`src/rtl/fs20enc_pkg.sv`:
```
// ----------------------------------------------------------------------------
// fs20enc_pkg
// Shared types and constants for the chip-level frame encoder.
// ----------------------------------------------------------------------------
`default_nettype none

package fs20enc_pkg;

   // Frame layout.
   localparam int unsigned SYNC_ZEROS = 12;
   localparam int unsigned FIELDS     = 5;
   localparam int unsigned FIELD_BITS = 9;
   localparam int unsigned FRAME_BITS = SYNC_ZEROS + 1 + FIELDS * FIELD_BITS + 1;
   localparam int unsigned BIT_CNT_W  = $clog2(FRAME_BITS);

   // Checksum seed that is added to the four data bytes.
   localparam logic [7:0] CHECK_BASE = 8'd6;

   // Chips per half bit: a one is three on and three off, a zero two and two.
   localparam logic [2:0] CHIPS_ONE  = 3'd3;
   localparam logic [2:0] CHIPS_ZERO = 3'd2;

   // Index of the last checksum step, the one that adds the fourth data byte.
   localparam logic [1:0] LAST_SUM_STEP = 2'd3;

   // Sequencer states.
   typedef enum logic [1:0] {
      ST_IDLE,
      ST_SUM,
      ST_CHIP
   } state_type;

   // A data byte followed by its even-parity bit.
   function automatic logic [FIELD_BITS-1:0] field_with_parity(input logic [7:0] b);
      field_with_parity = {b, ^b};
   endfunction

endpackage

`default_nettype wire

```
`src/rtl/fs20_frame_chip_encoder_core.sv`:
```
// ----------------------------------------------------------------------------
// fs20_frame_chip_encoder_core
// Builds one on-off-keyed frame per command and delivers it as packed chips.
// ----------------------------------------------------------------------------
//
//   Channel | Ports                                          | Direction
//   --------+------------------------------------------------+----------
//   req     | req_valid, req_stall, req_house_code,          | in
//           | req_device_address, req_command_byte           |
//   rsp     | rsp_valid, rsp_stall, rsp_chip_byte,           | out
//           | rsp_last_byte                                  |
//
// A command is accepted while idle, then the checksum takes four steps on a
// single 8-bit adder. The chip packer then makes one chip per cycle while a
// completed byte is not held by an output stall; a frame holds 242 to 318 chips.
// A stalled result beat holds the packer only when the next byte completes.
// Reset is synchronous and returns the sequencer to idle with no beat pending.
// ----------------------------------------------------------------------------
`default_nettype none

module fs20_frame_chip_encoder_core (
   input  wire logic        clock,
   input  wire logic        reset,
   input  wire logic        req_valid,
   output logic             req_stall,
   input  wire logic [15:0] req_house_code,
   input  wire logic [7:0]  req_device_address,
   input  wire logic [7:0]  req_command_byte,
   output logic             rsp_valid,
   input  wire logic        rsp_stall,
   output logic [7:0]       rsp_chip_byte,
   output logic             rsp_last_byte
);

   localparam int unsigned FB = fs20enc_pkg::FRAME_BITS;
   localparam int unsigned BW = fs20enc_pkg::BIT_CNT_W;

   fs20enc_pkg::state_type state_ff, state_in;

   logic [7:0]    hi_ff, lo_ff, addr_ff, cmd_ff;
   logic [7:0]    sum_ff, sum_in;
   logic [1:0]    step_ff, step_in;
   logic [FB-1:0] frame_ff, frame_in;
   logic [BW-1:0] bit_cnt_ff, bit_cnt_in;
   logic [2:0]    chip_cnt_ff, chip_cnt_in;
   logic [7:0]    pack_ff, pack_in;
   logic [2:0]    pack_cnt_ff, pack_cnt_in;
   logic          rsp_valid_ff, rsp_valid_in;
   logic [7:0]    rsp_chip_byte_ff, rsp_chip_byte_in;
   logic          rsp_last_byte_ff, rsp_last_byte_in;

   logic       accept;
   logic       out_free;
   logic [7:0] sum_operand;
   logic [2:0] half_len;
   logic       chip;
   logic       bit_done;
   logic       frame_done;
   logic [7:0] pack_next;
   logic       emit;
   logic       advance;
   logic       sum_last;

   assign accept   = req_valid && !req_stall;
   assign out_free = !rsp_valid_ff || !rsp_stall;

   // Shared adder operand: one data byte per checksum step.
   always_comb begin
      case (step_ff)
         2'd0:    sum_operand = hi_ff;
         2'd1:    sum_operand = lo_ff;
         2'd2:    sum_operand = addr_ff;
         default: sum_operand = cmd_ff;
      endcase
   end
   assign sum_last = (step_ff == fs20enc_pkg::LAST_SUM_STEP);

   // Current frame bit decides the half length; first half is on-chips.
   assign half_len   = frame_ff[FB-1] ? fs20enc_pkg::CHIPS_ONE : fs20enc_pkg::CHIPS_ZERO;
   assign chip       = (chip_cnt_ff < half_len);
   assign bit_done   = (chip_cnt_ff == ((half_len << 1) - 3'd1));
   assign frame_done = bit_done && (bit_cnt_ff == BW'(FB - 1));
   assign pack_next  = pack_ff | ({7'd0, chip} << (3'd7 - pack_cnt_ff));

   // A byte leaves when full or at the frame's final chip.
   assign emit    = (state_ff == fs20enc_pkg::ST_CHIP) &&
                    ((pack_cnt_ff == 3'd7) || frame_done);
   assign advance = (state_ff == fs20enc_pkg::ST_CHIP) && (!emit || out_free);

   // Next state.
   always_comb begin
      state_in = state_ff;
      unique case (state_ff)
         fs20enc_pkg::ST_IDLE: begin
            if (accept) state_in = fs20enc_pkg::ST_SUM;
         end
         fs20enc_pkg::ST_SUM: begin
            if (sum_last) state_in = fs20enc_pkg::ST_CHIP;
         end
         fs20enc_pkg::ST_CHIP: begin
            if (advance && frame_done) state_in = fs20enc_pkg::ST_IDLE;
         end
         default: state_in = fs20enc_pkg::ST_IDLE;
      endcase
   end

   // Datapath and output updates.
   always_comb begin
      sum_in           = sum_ff;
      step_in          = step_ff;
      frame_in         = frame_ff;
      bit_cnt_in       = bit_cnt_ff;
      chip_cnt_in      = chip_cnt_ff;
      pack_in          = pack_ff;
      pack_cnt_in      = pack_cnt_ff;
      rsp_valid_in     = rsp_valid_ff && rsp_stall;
      rsp_chip_byte_in = rsp_chip_byte_ff;
      rsp_last_byte_in = rsp_last_byte_ff;
      unique case (state_ff)
         fs20enc_pkg::ST_IDLE: begin
            sum_in      = fs20enc_pkg::CHECK_BASE;
            step_in     = 2'd0;
            bit_cnt_in  = '0;
            chip_cnt_in = '0;
            pack_in     = '0;
            pack_cnt_in = '0;
         end
         fs20enc_pkg::ST_SUM: begin
            sum_in  = sum_ff + sum_operand;
            step_in = step_ff + 2'd1;
            if (sum_last) begin
               frame_in = {{fs20enc_pkg::SYNC_ZEROS{1'b0}}, 1'b1,
                           fs20enc_pkg::field_with_parity(hi_ff),
                           fs20enc_pkg::field_with_parity(lo_ff),
                           fs20enc_pkg::field_with_parity(addr_ff),
                           fs20enc_pkg::field_with_parity(cmd_ff),
                           fs20enc_pkg::field_with_parity(sum_in),
                           1'b0};
            end
         end
         fs20enc_pkg::ST_CHIP: begin
            if (advance) begin
               if (bit_done) begin
                  chip_cnt_in = '0;
                  bit_cnt_in  = bit_cnt_ff + BW'(1);
                  frame_in    = {frame_ff[FB-2:0], 1'b0};
               end else begin
                  chip_cnt_in = chip_cnt_ff + 3'd1;
               end
               if (emit) begin
                  rsp_valid_in     = 1'b1;
                  rsp_chip_byte_in = pack_next;
                  rsp_last_byte_in = frame_done;
                  pack_in          = '0;
                  pack_cnt_in      = '0;
               end else begin
                  pack_in     = pack_next;
                  pack_cnt_in = pack_cnt_ff + 3'd1;
               end
            end
         end
         default: begin
            sum_in = sum_ff;
         end
      endcase
   end

   // Control registers.
   always_ff @(posedge clock) begin
      if (reset) begin
         state_ff     <= fs20enc_pkg::ST_IDLE;
         rsp_valid_ff <= 1'b0;
      end else begin
         state_ff     <= state_in;
         rsp_valid_ff <= rsp_valid_in;
      end
   end

   // Payload registers.
   always_ff @(posedge clock) begin
      if (accept) begin
         hi_ff   <= req_house_code[15:8];
         lo_ff   <= req_house_code[7:0];
         addr_ff <= req_device_address;
         cmd_ff  <= req_command_byte;
      end
      sum_ff           <= sum_in;
      step_ff          <= step_in;
      frame_ff         <= frame_in;
      bit_cnt_ff       <= bit_cnt_in;
      chip_cnt_ff      <= chip_cnt_in;
      pack_ff          <= pack_in;
      pack_cnt_ff      <= pack_cnt_in;
      rsp_chip_byte_ff <= rsp_chip_byte_in;
      rsp_last_byte_ff <= rsp_last_byte_in;
   end

   assign req_stall     = (state_ff != fs20enc_pkg::ST_IDLE);
   assign rsp_valid     = rsp_valid_ff;
   assign rsp_chip_byte = rsp_chip_byte_ff;
   assign rsp_last_byte = rsp_last_byte_ff;

   // The chip counter never runs past the end of the current bit.
   a_chip_range: assert property (@(posedge clock) disable iff (reset)
      (state_ff == fs20enc_pkg::ST_CHIP) |-> (chip_cnt_ff < (half_len << 1)))
      else $error("chip counter beyond bit length");

   // The frame's final beat carries the last flag and frees the sequencer.
   a_last_beat: assert property (@(posedge clock) disable iff (reset)
      (advance && frame_done) |=>
         (rsp_valid_ff && rsp_last_byte_ff && state_ff == fs20enc_pkg::ST_IDLE))
      else $error("final beat not flagged");

   // A new byte never overwrites a beat still waiting at the output.
   a_no_overwrite: assert property (@(posedge clock) disable iff (reset)
      (rsp_valid_ff && rsp_stall) |=> $stable(rsp_chip_byte_ff))
      else $error("pending beat overwritten");

   // An accepted command starts the checksum from its seed.
   a_sum_start: assert property (@(posedge clock) disable iff (reset)
      accept |=> (state_ff == fs20enc_pkg::ST_SUM && step_ff == 2'd0 &&
                  sum_ff == fs20enc_pkg::CHECK_BASE))
      else $error("checksum did not start cleanly");

   // The packer starts every frame empty.
   a_pack_empty: assert property (@(posedge clock) disable iff (reset)
      (state_ff == fs20enc_pkg::ST_SUM) |-> (pack_cnt_ff == 3'd0 && pack_ff == 8'd0))
      else $error("packer not empty at frame start");

endmodule

`default_nettype wire
```
`config.mk`:
```
export PLATFORM = sky130hd
export DESIGN_NAME = fs20_frame_chip_encoder_core
export DESIGN_NICKNAME = d
export VERILOG_FILES = /design/src/rtl/fs20enc_pkg.sv /design/src/rtl/fs20_frame_chip_encoder_core.sv
export SDC_FILE = /design/constraint.sdc
export NUM_CORES = 1
export LEC_CHECK = 0
export BUFFER_PORTS_ARGS = -buffer_cell sky130_fd_sc_hd__buf_2
export CORE_ASPECT_RATIO = 1.4
export CORE_UTILIZATION = 25
export DETAILED_ROUTE_END_ITERATION = 8
export GPL_ROUTABILITY_DRIVEN = 0
export MAX_ROUTING_LAYER = met4
export PLACE_DENSITY = 0.41
export SYNTH_ARGS = -nofsm -noshare
export SYNTH_HDL_FRONTEND = slang
export SYNTH_SLANG_ARGS = --single-unit
```
`constraint.sdc`:
```
create_clock -name clock -period 6.6 [get_ports clock]
set_clock_uncertainty 0.1 [all_clocks]
set_input_delay 1.32 -clock clock [delete_from_list [all_inputs] [get_ports clock]]
set_output_delay 1.32 -clock clock [all_outputs]
set_load 0.005 [all_outputs]
```
==> out/qor.yml, run 1 <==
outcome: "finished with violations"
failed_checks: "design-rule violations"
cp-end-kind: "register"
holdCritStartpoint: "frame_ff[33]$_DFFE_PP_"
synth_most_common_cell: "edfxtp_1"
fp.dieH_um: 185
hold_viol: 0
worst_pin_slew_ns: 1.19
drt_iter0_markers: 248
dieArea_sq_um: 24700
setup_viol: 0
multiInputGateArea_sq_um: 1940
ios: 47
crit_type: "register to register"
dp_hpwl_um: 8350
design.core.area_sq_um: 23400
fillers: 2391
hold_depth: 2
yosys_register_bits: 132
htree_levels: 4
fin_area_sq_um: 7160
nets: 585
synth_edf_count: 129
min_to: "frame_ff[34]$_DFFE_PP_"
drt-pass1-iter-count: 9
grt_pass1_wl_um: 19700
routedWlPerCell_um: 14.6
num_rows: 66
required_ns: 6.65
viasPerCell: 4.29
worstSetupStartpointType: "register"
yosysSeqAreaShare_pct: 65.5
max_freq_ghz: 0.277
yosysUniqueCellTypes: 45
cts_resized: 0
pwr_density_cell_nw_per_um2: 335
slew_violations: 0
r2r_end: "frame_ff[1]$_SDFFCE_PP0P_"
routed_wl_um: 12400
synth_cells: 483
cts_tree: "done"
grt_setup_unrepaired: "no"
finalCriticalPeriod_ns: 3.61
grt_pass1_vias: 3724
vias: 3648
ant_nets: 0
die_w_um: 133
synth_nets: 537
synth_top_area_cell: "edfxtp_1"
yosysTopAreaCellShare_pct: 64.5
grt_max_degree: 65
clock_path_buffers: 2
portBuffers: 46
fin_tns_setup_ns: 0
post_cts_buffers: 0
syn_area_sq_um: 6000
period_share_pct: 54.6
maxSlewHeadroom_pct: 20.1
synth.avg_cell_area_sq_um: 12.4
hp-class: "register to register"
ff2ff_setup_slack_ns: 2.99
clock_latency_ns: 0.41
grt_overflow: 0
crit_arrival_ns: 3.65
antenna_found_initial: 0
antenna_cells: 0
r2r_cells: 11
cts_hold_buf: 0
maxCapViolations: 0
synth_warnings: 0
drive_gt1_share_pct: 16.9
placed_area_sq_um: 6580
synthTopCellsByArea: "edfxtp_1 (65%), nand2_1 (6.4%), xnor2_1 (5.5%)"
p_leak_uw: 0.00267
clk_root_buffer_cell: "clkbuf_16"
async_flop_share_pct: 0
grt.total_usage_pct: 11.1
cts_buffers: 17
rr_startpoint: "step_ff[0]$_SDFFCE_PN0P_"
syn_to_final_growth_pct: 19.3
regArea_sq_um: 3930
peakVddDrop_mv: 0.167
clk_pin_slew_ns: 0.06
post-route-util_pct: 30.6
path_max_fanout: 8
clock_sinks: 132
drc_errors: 3
pre_cts_ws_ns: 3.01
timing.final.ws_setup_ns: 2.99
crit_path_start: "step_ff[0]$_SDFFCE_PN0P_"
synthFlopType: "edfxtp_1"
yosys-top-cells-count: "edfxtp_1 (129), nand2_1 (103), xnor2_1 (38)"
total_power_uw: 2400
initial_utilization_pct: 25.7
flip-flops by register name, indices dropped and copies added, names as in the netlist:
register / cells
cmd_ff: 8
lo_ff: 8
rsp_valid: 1
bit_cnt_ff: 6
rsp_last_byte: 1
rsp_chip_byte: 8
state_ff: 2
pack_cnt_ff: 3
frame_ff: 58
step_ff: 2
pack_ff: 8
sum_ff: 8
addr_ff: 8
hi_ff: 8
chip_cnt_ff: 3
metrics by stage:
step / hold slack (ns) / cells
2_1_floorplan: 0.382 / 483
3_3_place_gp: 0.391 / 818
3_5_place_dp: 0.398 / 818
4_1_cts: 0.412 / 850
5_1_grt: 0.433 / 850
6_report: 0.409 / 850
how the worst max path moves through the flow:
stage	end	cells after the start
after floorplan	frame_ff[10]$_DFFE_PP_	3
after global placement	frame_ff[1]$_SDFFCE_PP0P_	12
after detailed placement	frame_ff[1]$_SDFFCE_PP0P_	11
after CTS	frame_ff[1]$_SDFFCE_PP0P_	11
after global routing	frame_ff[1]$_SDFFCE_PP0P_	12
final	frame_ff[1]$_SDFFCE_PP0P_	11
layer usage:
layer / track usage (%) / up-vias / share of wire (%)
met4: 6.71 / 0 / 2.4
met2: 17.9 / 94 / 50
met5: - / - / 0
met1: 12.7 / 1746 / 45
li1: - / 1788 / -
met3: 2.44 / 20 / 3.5
critical path: stages (launching register included):
cell       delay (ns)
edfxtp_1         0.42
inv_1            0.09
ha_1             0.29
a222oi_1         0.41
mux2i_1          0.15
ha_1             0.40
and3_1           0.23
a2111oi_1        0.31
nor3b_2          0.29
xnor3_1          0.45
xnor2_1          0.16
nor2_1           0.05
final cells by class:
cell class              instances  area share (%)
well taps                     306            5.35
flip-flops and latches        132            54.9
repair buffers                 48            3.42
multi-input cells             313            27.2
inverters                      19           0.996
clock inverters                15            2.20
clock buffers                  17            5.94
power by group:
part	internal [uW]	switching, uW
logic	216	223
clock network	558	371
registers	996	33.6
layout by cell type, fill, tap and decap left out, types with 2 or more instances in the layout:
| master | n |
|---|---|
| a21oi_1 | 15 |
| a222oi_1 | 7 |
| nor3b_1 | 2 |
| a21o_1 | 6 |
| or3_1 | 3 |
| clkinv_4 | 4 |
| clkinvlp_4 | 3 |
| a31o_2 | 2 |
| nand2_1 | 103 |
| clkinv_2 | 2 |
| nor2_1 | 30 |
| and2_1 | 16 |
| or2_2 | 2 |
| a211oi_1 | 2 |
| inv_6 | 3 |
| buf_2 | 46 |
| ha_1 | 17 |
| xnor2_1 | 38 |
| buf_4 | 2 |
| a22oi_1 | 2 |
| clkbuf_16 | 17 |
| nor2_4 | 2 |
| mux2i_1 | 7 |
| dfxtp_1 | 3 |
| nor3_1 | 3 |
| edfxtp_1 | 129 |
| o21ai_0 | 17 |
| nand3_1 | 3 |
| xor2_1 | 3 |
| nor2b_1 | 13 |
| nor4_1 | 2 |
| inv_1 | 18 |
| bufinv_16 | 2 |
kinds of logic (layout without fill, tap and decap cells):
| family | count (synthesis) | after routing | synth area share, % |
|---|---|---|---|
| AND/OR/NAND/NOR | 187 | 187 | 14.0 |
| flip-flops | 132 | 132 | 65.5 |
| AO/OA/AOI/OAI | 58 | 58 | 6.27 |
| XOR/XNOR | 42 | 42 | 6.36 |
| buffers and inverters | 38 | 99 | 2.58 |
| adder cells (fa/ha/maj) | 18 | 18 | 3.88 |
| multiplexers | 8 | 8 | 1.35 |
(Power assumes the default switching activity.)
==> run 2, diff against run 1 <==
Settings changed: ABC_AREA set to 1.
Clock period 6.6 ns to 3.1 ns, I/O delays scaled along.
==> run 2 against run 1 <==
Sequential share of layout area decreased by 4.3 points. Largest power group unchanged. The flow now finishes without violations. Critical path type unchanged. Cell area is 8.5% higher. Combinational power rose by 140%. Critical endpoint unchanged.
==> out/qor.yml, run 2 <==
intPower_uw: 4020
finalCriticalPeriod_ns: 3.08
drive_gt1_share_pct: 21.3
grt_max_degree: 75
crit_end: "frame_ff[1]$_SDFFCE_PP0P_"
crit_type: "register to register"
drt_iter0_markers: 215
peakVddDrop_mv: 0.386
p_switching_uw: 1510
r2r_end: "frame_ff[1]$_SDFFCE_PP0P_"
timing.final.ws_setup_ns: 0.0175
antenna_found_initial: 0
pwr-share-seq_pct: 40.7
grt_overflow: 0
period_share_pct: 99.4
r2r_cells: 20
htree_levels: 4
grt_setup_unrepaired: "yes"
total_power_uw: 5530
crit_chain: "inv_2, ha_4, nand2_1, a31oi_4, ha_2, inv_2, fa_2, inv_2, nand2_1, nand2_1, nand2_1, nand2_2, inv_2, nand2_2, nand2_2, nand2_2, nand2_2, nand2_2, a21oi_2, nor2_1"
pre_cts_ws_ns: -0.0806
fin_tns_setup_ns: 0
viasPerCell: 4.22
outcome: "finished clean"
routedWlPerCell_um: 13.6
cts_buffers: 17
drc_errors: 0
fillers: 2584
crit_path_start: "step_ff[1]$_SDFFCE_PN0P_"
setup_viol: 0
synth_nets: 661
pwr_density_cell_nw_per_um2: 712
worstSetupStartpointType: "register"
nets: 727
clk_pin_slew_ns: 0.06
grt_pass1_wl_um: 21700
cpPeakStageDelay_ns: 0.61
synthFlopType: "edfxtp_1"
syn_area_sq_um: 6280
synth_top_area_cell: "edfxtp_1"
yosysSeqAreaShare_pct: 62.6
clk_root_buffer_cell: "clkbuf_16"
clock_latency_ns: 0.42
max_freq_ghz: 0.324
grt_pass1_vias: 4170
dieArea_sq_um: 25800
hp-class: "input port to register"
clock_sinks: 132
comb_power_share_pct: 18.9
regMostFlops: "frame_ff"
synth.avg_cell_area_sq_um: 10.3
portBuffers: 46
vias: 4225
synth_edf_count: 129
design.core.area_sq_um: 24700
required_ns: 3.18
largest_reg_flops: 58
yosysTopAreaCellShare_pct: 61.7
switching_share_pct: 27.3
cts_hold_buf: 0
yosys_register_bits: 132
p_clk_share_pct: 40.4
synth_cells: 607
clock_path_buffers: 2
mostFrequentLayoutCells: "nand2_1 (145), edfxtp_1 (129), inv_1 (79), buf_2 (46), nor2_1 (43)"
yosysUniqueCellTypes: 32
synth_warnings: 0
num_rows: 68
layout_commonest_cell: "nand2_1"
path_max_fanout: 5
maxSlewHeadroom_pct: 54.9
cp_common_cell: "nand2_2"
fp.dieH_um: 190
hold_depth: 1
async_flop_share_pct: 0
syn_to_final_growth_pct: 23.6
ff2ff_setup_slack_ns: 0.02
yosys-top-cells-count: "nand2_1 (152), edfxtp_1 (129), inv_1 (87)"
p_leak_uw: 0.00317
cts_tree: "done"
synthTopCellsByArea: "edfxtp_1 (62%), nand2_1 (9.1%), inv_1 (5.2%)"
initial_utilization_pct: 25.5
maxCapViolations: 0
cp_slowest_cell: "fa_2"
grt.total_usage_pct: 11.8
die_w_um: 136
ios: 47
crit_arrival_ns: 3.17
worst_pin_slew_ns: 0.677
drt-pass1-iter-count: 6
dp_hpwl_um: 9630
cp-end-kind: "register"
routed_wl_um: 13600
ant_nets: 0
slew_violations: 0
hold_viol: 0
rr_startpoint: "step_ff[1]$_SDFFCE_PN0P_"
holdWs_ns: 0.269
antenna_cells: 0
synth_most_common_cell: "nand2_1"
run 2: worst min-delay path by stage:
stage                              start              endpoint
detailed placement  rsp_valid$_SDFF_PP0_  rsp_valid$_SDFF_PP0_
global placement    rsp_valid$_SDFF_PP0_  rsp_valid$_SDFF_PP0_
floorplan           rsp_valid$_SDFF_PP0_  rsp_valid$_SDFF_PP0_
finish               req_command_byte[4]   cmd_ff[4]$_DFFE_PP_
CTS                   req_house_code[11]    hi_ff[3]$_DFFE_PP_
global route          req_house_code[11]    hi_ff[3]$_DFFE_PP_
run 2: per-layer routing:
layer | GRT usage [%] | part of all wire (%) | vias to the layer above
met4 | 6.84 | 4.3 | 0
met5 | - | 0 | -
li1 | - | - | 2148
met2 | 19.4 | 50 | 89
met1 | 12.7 | 42 | 1955
met3 | 3.17 | 3.8 | 33
run 2: metrics by stage:
| stage | utilization, % | instance area, sq um | cells |
|---|---|---|---|
| after floorplan | - | 6280 | 607 |
| after global placement | 28.2 | 6960 | 967 |
| after detailed placement | 28.2 | 6960 | 967 |
| after CTS | 30.9 | 7630 | 999 |
| after global routing | 31.5 | 7770 | 1001 |
| final | 31.5 | 7770 | 1001 |
run 2: power groups by stage:
stage	combinational (uW)	sequential (uW)	clock, uW
6_report	1040	2250	2230
5_1_grt	1200	2260	2390
4_1_cts	953	2250	2310
3_5_place_dp	944	2280	0
3_3_place_gp	936	2280	0
2_1_floorplan	702	2250	0
run 2: cell families after synthesis:
group,synth area share (%)
buffers and inverters,6.51
adders and majority gates,3.71
DFF,62.6
and+or+nand+nor,16.4
AOI/OAI and AO/OA,6.53
xor gates and xnor gates,4.18
run 2: area by class of cell:
cell class	count	area (sq um)	area share [%]
Timing Repair Buffer	62	363	4.67
Multi-Input combinational cell	369	2080	26.7
Sequential cell	132	3930	50.7
Clock inverter	15	229	2.95
Tap cell	315	394	5.07
Clock buffer	17	425	5.48
Inverter	91	344	4.43
run 2: timing repair:
| item | CTS | global route |
|---|---|---|
| resized for setup | 4 | 34 |
| pin swaps | 0 | 17 |
| setup endpoints to repair | 1 | 5 |
| buffers inserted | 0 | 3 |
run 2: critical path: cells and delay by family, from the launching register on:
kind	cells	cell delay (ns)
compound gates	2	0.33
fa+ha+maj	3	0.97
buf+inv	4	0.28
flops	1	0.47
simple gates	11	0.69
